## config.mk

```make
export PLATFORM = sky130hd
export DESIGN_NAME = ticf_ffs
export DESIGN_NICKNAME = d
export VERILOG_FILES = /design/src/rtl/ticf_pkg.sv /design/src/rtl/ticf_ffs.sv
export SDC_FILE = /design/constraint.sdc
export NUM_CORES = 1
export LEC_CHECK = 0
export BUFFER_PORTS_ARGS = -buffer_cell sky130_fd_sc_hd__buf_2
export CELL_PAD_IN_SITES_DETAIL_PLACEMENT = 1
export CELL_PAD_IN_SITES_GLOBAL_PLACEMENT = 2
export CORE_MARGIN = 4
export CORE_UTILIZATION = 31
export CTS_CLUSTER_DIAMETER = 60
export DETAILED_ROUTE_END_ITERATION = 8
export PLACE_DENSITY_LB_ADDON = 0.15
export SYNTH_ARGS = -nofsm -noshare
export SYNTH_HDL_FRONTEND = slang
export SYNTH_SLANG_ARGS = --single-unit
```

## constraint.sdc

```tcl
create_clock -name clk -period 6.07 [get_ports clk]
set_clock_uncertainty 0.2 [all_clocks]
set_input_delay 0.9105 -clock clk [delete_from_list [all_inputs] [get_ports clk]]
set_output_delay 0.9105 -clock clk [all_outputs]
set_load 0.01 [all_outputs]
```

## src/rtl/ticf_pkg.sv

```systemverilog
// shared constants, types and helpers of the topology idle cpu finder
package ticf_pkg;

    localparam int NUM_CPUS      = 64;
    localparam int NUM_LEVELS    = 4;
    localparam int MAX_GROUPS    = 16;

    localparam int ACTIVE_LEVELS = (NUM_LEVELS < 4) ? NUM_LEVELS : 4;
    localparam int SLOTS         = NUM_LEVELS * MAX_GROUPS;
    localparam int SLOT_W        = (SLOTS > 1) ? $clog2(SLOTS) : 1;
    localparam int GRP_W         = (MAX_GROUPS > 1) ? $clog2(MAX_GROUPS) : 1;

    localparam int MASK_W        = 64;
    localparam int CPU_W         = 6;
    localparam int LVL_W         = 2;
    localparam int GRP_IN_W      = 4;
    localparam int REQ_W         = 3;
    localparam int CFG_W         = 5;
    localparam int CFG_IDX_W     = 2;
    localparam int CFG_REGS      = 4;
    localparam int STATUS_W      = 2;

    localparam int LANE_W        = 8;
    localparam int LANES         = MASK_W / LANE_W;
    localparam int LANE_IDX_W    = 3;

    localparam logic [MASK_W-1:0] CPU_SPAN =
        (NUM_CPUS >= MASK_W) ? {MASK_W{1'b1}} : ((MASK_W'(1) << NUM_CPUS) - MASK_W'(1));

    localparam logic [REQ_W-1:0] REQ_LOAD   = 3'd0;
    localparam logic [REQ_W-1:0] REQ_FINISH = 3'd1;
    localparam logic [REQ_W-1:0] REQ_MARK   = 3'd2;
    localparam logic [REQ_W-1:0] REQ_NEAR   = 3'd3;
    localparam logic [REQ_W-1:0] REQ_PUSH   = 3'd4;

    localparam logic [STATUS_W-1:0] STAT_OK        = 2'd0;
    localparam logic [STATUS_W-1:0] STAT_NOT_READY = 2'd1;
    localparam logic [STATUS_W-1:0] STAT_NONE      = 2'd2;
    localparam logic [STATUS_W-1:0] STAT_NO_GROUP  = 2'd3;

    typedef struct packed {
        logic [MASK_W-1:0] members;
        logic [MASK_W-1:0] idle;
    } entry_t;

    typedef struct packed {
        logic             found;
        logic [CPU_W-1:0] idx;
    } ffs_res_t;

    function automatic logic [SLOT_W-1:0] slot_addr(input logic [LVL_W-1:0] lvl,
                                                    input logic [GRP_W-1:0] grp);
        return SLOT_W'(SLOT_W'(lvl) * SLOT_W'(MAX_GROUPS) + SLOT_W'(grp));
    endfunction

endpackage

```

## src/rtl/ticf_ffs.sv

```systemverilog
// two-step lowest set bit search over a cpu mask
module ticf_ffs (
    input  logic                        clk,
    input  logic                        load,
    input  logic [ticf_pkg::MASK_W-1:0] word,
    output ticf_pkg::ffs_res_t          res
);

    logic [ticf_pkg::LANES-1:0]      lane_nz_reg;
    logic [ticf_pkg::LANES-1:0]      lane_nz_next;
    logic [ticf_pkg::LANE_IDX_W-1:0] lane_pos_reg  [ticf_pkg::LANES];
    logic [ticf_pkg::LANE_IDX_W-1:0] lane_pos_next [ticf_pkg::LANES];
    logic [ticf_pkg::LANE_IDX_W-1:0] sel;

    // per lane: any bit set, and position of its lowest set bit
    always_comb
    begin
        for (int i = 0; i < ticf_pkg::LANES; i++)
        begin
            lane_nz_next[i]  = |word[i*ticf_pkg::LANE_W +: ticf_pkg::LANE_W];
            lane_pos_next[i] = '0;
            for (int b = ticf_pkg::LANE_W - 1; b >= 0; b--)
            begin
                if (word[i*ticf_pkg::LANE_W + b])
                begin
                    lane_pos_next[i] = ticf_pkg::LANE_IDX_W'(b);
                end
            end
        end
    end

    always_ff @(posedge clk)
    begin
        if (load)
        begin
            lane_nz_reg  <= lane_nz_next;
            lane_pos_reg <= lane_pos_next;
        end
    end

    // pick the lowest non-empty lane
    always_comb
    begin
        sel = '0;
        for (int i = ticf_pkg::LANES - 1; i >= 0; i--)
        begin
            if (lane_nz_reg[i])
            begin
                sel = ticf_pkg::LANE_IDX_W'(i);
            end
        end
        res.found = |lane_nz_reg;
        res.idx   = {sel, lane_pos_reg[sel]};
    end

endmodule

```

# Yosys cells after proc, flatten, opt, wreduce, memory -nomap -nowiden
# Index checks and enable logic that the tools add are counted.
[word_totals] register_bits=32 inputBits=66 out_inout_bits=7
[classes] n_lt_le_gt_ge=1 muxes=67 n_bitwise=1 reduce_logical=25
[ops] operator="$mux W3" count=42
[ops] operator="$reduce_or A8 Y1" count=9
[ops] operator="$mux W2" count=16
[ops] operator="$reduce_or A4 Y1" count=8
[ops] operator="$reduce_or A2 Y1" count=8
[ops] operator="$bmux W3 S3" count=1
[ops] operator="$mux W1" count=8
[ops] operator="$ge A4 B4 Y1 const B" count=1
[ops] operator="$not A3 Y4" count=1

# Longest topological paths before layout
# Gate-level depths: netlist of the first run.
[logic_depth] word_depth=12 mapped_depth=7 ltp_nobuf=5

# Worst setup path before layout of the first run
# No wires, ideal clock.
[synth_timing] path_type="reg-to-output" start="register lane_nz_reg[2] (netlist name)" end="output port res[0] (netlist name)" arrival_ps=1749 required_ps=4959 setup_slack_ps=3211 path_stages_with_launch=8 path_buffers=2 path_cell_list="edfxtp_1 nor4_1 nor2b_1 buf_6 buf_12 mux2i_1 mux2i_1 mux2_2"
[synth_lines] item="start: declaration" line_no="ticf_ffs.sv:9" rtl="logic [ticf_pkg::LANES-1:0] lane_nz_reg;"
[synth_lines] item="start signal: assignment" line_no="ticf_ffs.sv:36" rtl="lane_nz_reg <= lane_nz_next;"
[synth_lines] item="end: declaration" line_no="ticf_ffs.sv:6" rtl="output ticf_pkg::ffs_res_t res"

==> impl_metrics.json, run 1 <==
{
  "crit_path_max_incr_delay_ns": 0.46,
  "hold_buffers": 0,
  "cts_buffers": 5,
  "critPathMaxFanout": 13,
  "arrival_ns": 2.37,
  "power.share.combinational": 0.168,
  "maxCapViolCount": 0,
  "syn-instance-count": 180,
  "grt_pass1_vias": 1642,
  "ys_seq_elements": 32,
  "grt_setup_unrepaired": "no",
  "synth_top_cell_area_share": 0.5154,
  "hold_depth": 2,
  "clock_sinks": 32,
  "period_needed_ns": 3.478,
  "final_cells": 330,
  "cts_root_buffer": "clkbuf_8",
  "grt_use_total": 0.1316,
  "p_leak_nw": 0.9705,
  "n_antenna_cell": 0,
  "crit_top_cell": "mux2i_1",
  "synth_top_cell_by_area": "edfxtp_1",
  "post-route-period-util": 0.5729,
  "drtPass1Iterations": 4,
  "drt-initial-drc-count": 65,
  "power_density_nw_per_um2": 213.1,
  "clkTransAtPathRegs_ns": 0.06,
  "hold_viol": 0,
  "hold_start": "word[16]",
  "ys_warn_count": 0,
  "tritoncts": "done",
  "ant_nets": 0,
  "dp_hpwl_um": 3807,
  "switching_share": 0.2495,
  "drive_above_1_share": 0.3256,
  "relSlewSlack": 0.5230,
  "power.share.sequential": 0.534,
  "critPathLaunchType": "flip-flop",
  "largest_register_ffs": 24,
  "worstPathCellList": "nor4_1 > nor2b_1 > buf_4 > mux2i_1 > mux2i_1 > mux2_2 > buf_2",
  "detail_route.wl_per_cell_um": 13.95,
  "setup_violations": 0,
  "wl_um": 4605,
  "htree_levels": 2,
  "fmax_mhz": 287.5,
  "core_sq_um": 5675,
  "post_cts_buffers": 0,
  "syn_nets": 246,
  "grt_pass1_wl_um": 7562,
  "antenna_found_initial": 0,
  "cts_buffer_depth": 2,
  "overflow": 0,
  "slew_violations": 0,
  "die_area_sq_um": 7319,
  "yosys-top-cells-area": "edfxtp_1 (52%), mux2i_1 (9.7%), nor3_1 (7.2%), nor4_1 (5.7%), a21oi_1 (4.6%)",
  "cp.required_ns": 4.96,
  "ir_drop_mv": 0.08008,
  "rows": 27,
  "port-buffer-count": 72,
  "synth_area_sq_um": 1864,
  "path_class": "reg2out",
  "ios": 73,
  "worstSetupEndpointType": "primary output",
  "vias": 1609,
  "pwr-share-clk": 0.299,
  "start_util": 0.3285,
  "yosysSeqAreaShare": 0.5154,
  "grt_max_degree": 33,
  "min_to": "lane_pos_reg[16]",
  "fp.dieH_um": 85.55,
  "drcViolationCount": 0,
  "worst_pin_slew_ns": 0.7155,
  "fin_tns_setup_ns": 0,
  "cts_resized": 0,
  "syn_avg_cell_area_sq_um": 10.36,
  "die_w_um": 85.55,
  "worst_path_max_delay_cell": "edfxtp_1",
  "status": "finished, final reports clean",
  "layout.nets": 324,
  "gp_congestion": 0.6895,
  "viasPerCell": 4.876,
  "power_switching_mw": 0.1260,
  "internal-power_mw": 0.3789,
  "area_growth_pct": 27.05,
  "hp-class": "in2reg",
  "synth_cell_types": 15,
  "dp.cells": 323,
  "nFillCells": 680
}
power groups by stage:
stage	registers (mW)	logic [mW]	clock network [mW]
final	0.269	0.0846	0.151
after global routing	0.271	0.0959	0.165
after CTS	0.270	0.0858	0.155
after detailed placement	0.274	0.0856	0
after global placement	0.275	0.0841	0
after floorplan	0.270	0.0400	0
area by class of cell:
cell class,count,area [sq um],area share
Inverter,17,63.81,0.02694
Multi-Input combinational cell,129,808.3,0.3413
Clock inverter,1,5.005,0.002113
Sequential cell,32,960.9,0.4057
Timing Repair Buffer,73,367.9,0.1553
Tap cell,72,90.09,0.03803
Clock buffer,6,72.57,0.03064
synth_stat cells, drive strengths merged:
cell     n
inv     17
o21bai   9
mux2i   18
edfxtp  32
a21oi   17
mux2     3
nand2    9
nor3    27
nor2b   10
buf      2
o41ai    1
nor4    18
nor2    17
logic make-up after synthesis:
family / share of synthesized area
AO/OA/AOI/OAI: 0.09664
buffers and inverters: 0.05101
flip-flops: 0.5154
multiplexers: 0.1148
AND/OR/NAND/NOR: 0.2221
critical path, delay by kind of cell (launching register included):
family	cells	cell delay (ns)
multiplexers	3	0.65
AND/OR/NAND/NOR	2	0.59
flip-flops	1	0.46
buffers and inverters	2	0.39
per-stage QoR:
step	setup slack [ns]	utilization	hold WS, ns	cell area [sq um]	power (mW)
final	2.592	0.4173	0.7295	2369	0.5048
after global routing	2.428	0.4173	0.7326	2369	0.5321
after detailed placement	2.939	0.4037	1.012	2291	0.3595
after global placement	3.008	0.4037	1.017	2291	0.3593
after floorplan	3.211	-	0.8230	1864	0.3099
after CTS	2.596	0.4173	0.7213	2369	0.5108
how the worst max path moves through the flow:
stage | from | slack [ns] | cells after the start | endpoint
floorplan | lane_nz_reg[2] | 3.21 | 7 | res[0]
global placement | lane_nz_reg[2] | 3.01 | 7 | res[2]
finish | lane_nz_reg[2] | 2.59 | 7 | res[2]
global route | lane_nz_reg[2] | 2.43 | 7 | res[1]
detailed placement | lane_nz_reg[2] | 2.94 | 7 | res[2]
CTS | lane_nz_reg[2] | 2.60 | 7 | res[2]
layout by cell type, fill, tap and decap left out:
cell,n
nor2_1,17
nor4_2,1
clkbuf_8,5
edfxtp_1,32
nor2b_1,10
o21bai_1,9
clkbuf_1,1
buf_4,1
a21oi_1,17
buf_2,72
nor3_1,27
mux2i_1,18
nand2_1,9
nor4_1,17
inv_1,17
clkinv_2,1
mux2_2,3
o41ai_4,1
metal layers:
layer,part of all wire,routed length [um],track usage
met3,0.059,270,0.03842
met2,0.46,2123,0.2062
met5,0,0,0
met4,0.013,61,0.03885
met1,0.47,2150,0.1763
Power figures use the tool's default switching activity.
==> inputs of run 2 (changes only) <==
- CORE_UTILIZATION: 31 -> 26
- clock period: 6.07 -> 3 ns (I/O delays scaled with it)
==> impl_metrics.json, run 2 (synthesis gave the netlist of run 1 again) <==
{
  "period_needed_ns": 2.858,
  "hold_viol": 0,
  "n_antenna_cell": 0,
  "die_w_um": 92.68,
  "hp-class": "in2reg",
  "finish.utilization": 0.3614,
  "post-route-period-util": 0.9528,
  "grt_pass1_wl_um": 7686,
  "worst_pin_slew_ns": 0.7199,
  "ant_nets": 0,
  "place_ws_ns": 0.3068,
  "gp_congestion": 0.7485,
  "setup_violations": 0,
  "fin_tns_setup_ns": 0,
  "antenna_found_initial": 0,
  "critPathLaunchType": "flip-flop",
  "worst_path_max_delay_cell": "edfxtp_1",
  "wl_um": 4720,
  "vias": 1613,
  "relSlewSlack": 0.5201,
  "detail_route.wl_per_cell_um": 13.15,
  "die_area_sq_um": 8589,
  "maxCapViolCount": 0,
  "cts_buffer_depth": 2,
  "ir_drop_mv": 0.1892,
  "cts_root_buffer": "clkbuf_8",
  "timing.hold.ws_ns": 0.2848,
  "grt_pass1_vias": 1666,
  "grt_use_total": 0.1120,
  "drive_above_1_share": 0.3498,
  "overflow": 0,
  "dp.cells": 347,
  "worstPathCellList": "nor4_2 > nor2b_2 > buf_6 > buf_4 > mux2i_1 > mux2i_1 > mux2_2 > buf_2",
  "drt-initial-drc-count": 51,
  "drcViolationCount": 0,
  "final_common_cell": "buf_2",
  "rows": 30,
  "layout.nets": 328,
  "nFillCells": 816,
  "viasPerCell": 4.493,
  "slew_violations": 0,
  "p_leak_nw": 1.011,
  "htree_levels": 2,
  "clock_sinks": 32,
  "final_cell_mix": "buf_2 (72), edfxtp_1 (32), nor3_1 (27)",
  "path_class": "reg2out",
  "tritoncts": "done",
  "status": "finished, final reports clean",
  "arrival_ns": 2.21,
  "fin_ws_ns": 0.1417,
  "clkTransAtPathRegs_ns": 0.06,
  "start_util": 0.2714,
  "ios": 73,
  "fp.dieH_um": 92.68,
  "hold_buffers": 0,
  "cts_buffers": 5,
  "largest_register_ffs": 24,
  "final_cells": 359,
  "crit_top_cell": "mux2i_1",
  "power_density_nw_per_um2": 448.7,
  "cp.required_ns": 2.35,
  "dp_hpwl_um": 3952,
  "hold_depth": 2,
  "port-buffer-count": 72,
  "grt_max_degree": 33,
  "area_growth_pct": 33.15,
  "core_sq_um": 6869,
  "fmax_mhz": 349.9,
  "drtPass1Iterations": 4,
  "critPathMaxFanout": 7,
  "worstSetupEndpointType": "primary output",
  "crit_path_max_incr_delay_ns": 0.46
}
-- run 2: path summary, 6_finish.rpt --
path,startpoint,to
worst min-delay path,word[32],lane_pos_reg[9]
worst max-delay path,lane_nz_reg[0],res[2]
-- run 2: layout make-up --
class / instances / area, sq um / area share
flip-flops and latches: 32 / 960.9 / 0.3871
multi-input cells: 129 / 820.8 / 0.3306
repair buffers: 77 / 409.1 / 0.1648
well taps: 96 / 120.1 / 0.04839
clock buffers: 6 / 72.57 / 0.02923
inverters: 17 / 63.81 / 0.02571
clock inverters: 2 / 35.03 / 0.01411
-- run 2: worst max-delay path, delay by kind of cell (launching register included) --
| family | cells | cell delay, ns |
|---|---|---|
| buf+inv | 3 | 0.41 |
| flops | 1 | 0.46 |
| mux | 3 | 0.57 |
| simple gates | 2 | 0.50 |
-- run 2: where the power goes --
| group | switching [mW] | internal (mW) | leakage, nW |
|---|---|---|---|
| logic | 0.0883 | 0.0847 | 0.645 |
| clock network | 0.148 | 0.246 | 0.0552 |
| registers | 0.0184 | 0.528 | 0.311 |
| total | 0.255 | 0.859 | 1.01 |
-- run 2: stage by stage --
step | power (mW) | area (sq um)
global route | 1.179 | 2482
CTS | 1.127 | 2429
finish | 1.114 | 2482
floorplan | 0.6269 | 1864
global placement | 0.7281 | 2321
detailed placement | 0.7283 | 2321
-- run 2: timing repair --
action,4_1_cts,5_1_grt
gates resized for setup,0,7
setup buffers,0,4
endpoints found under the hold margin,0,0
setup endpoints to repair,0,3
-- run 2: routing by layer --
metal	global-route usage	part of all wire	vias to the layer above
met5	0	0	-
met4	0.02930	0.0078	0
met3	0.02518	0.053	2
met2	0.1873	0.49	42
met1	0.1460	0.45	735
li1	-	-	834
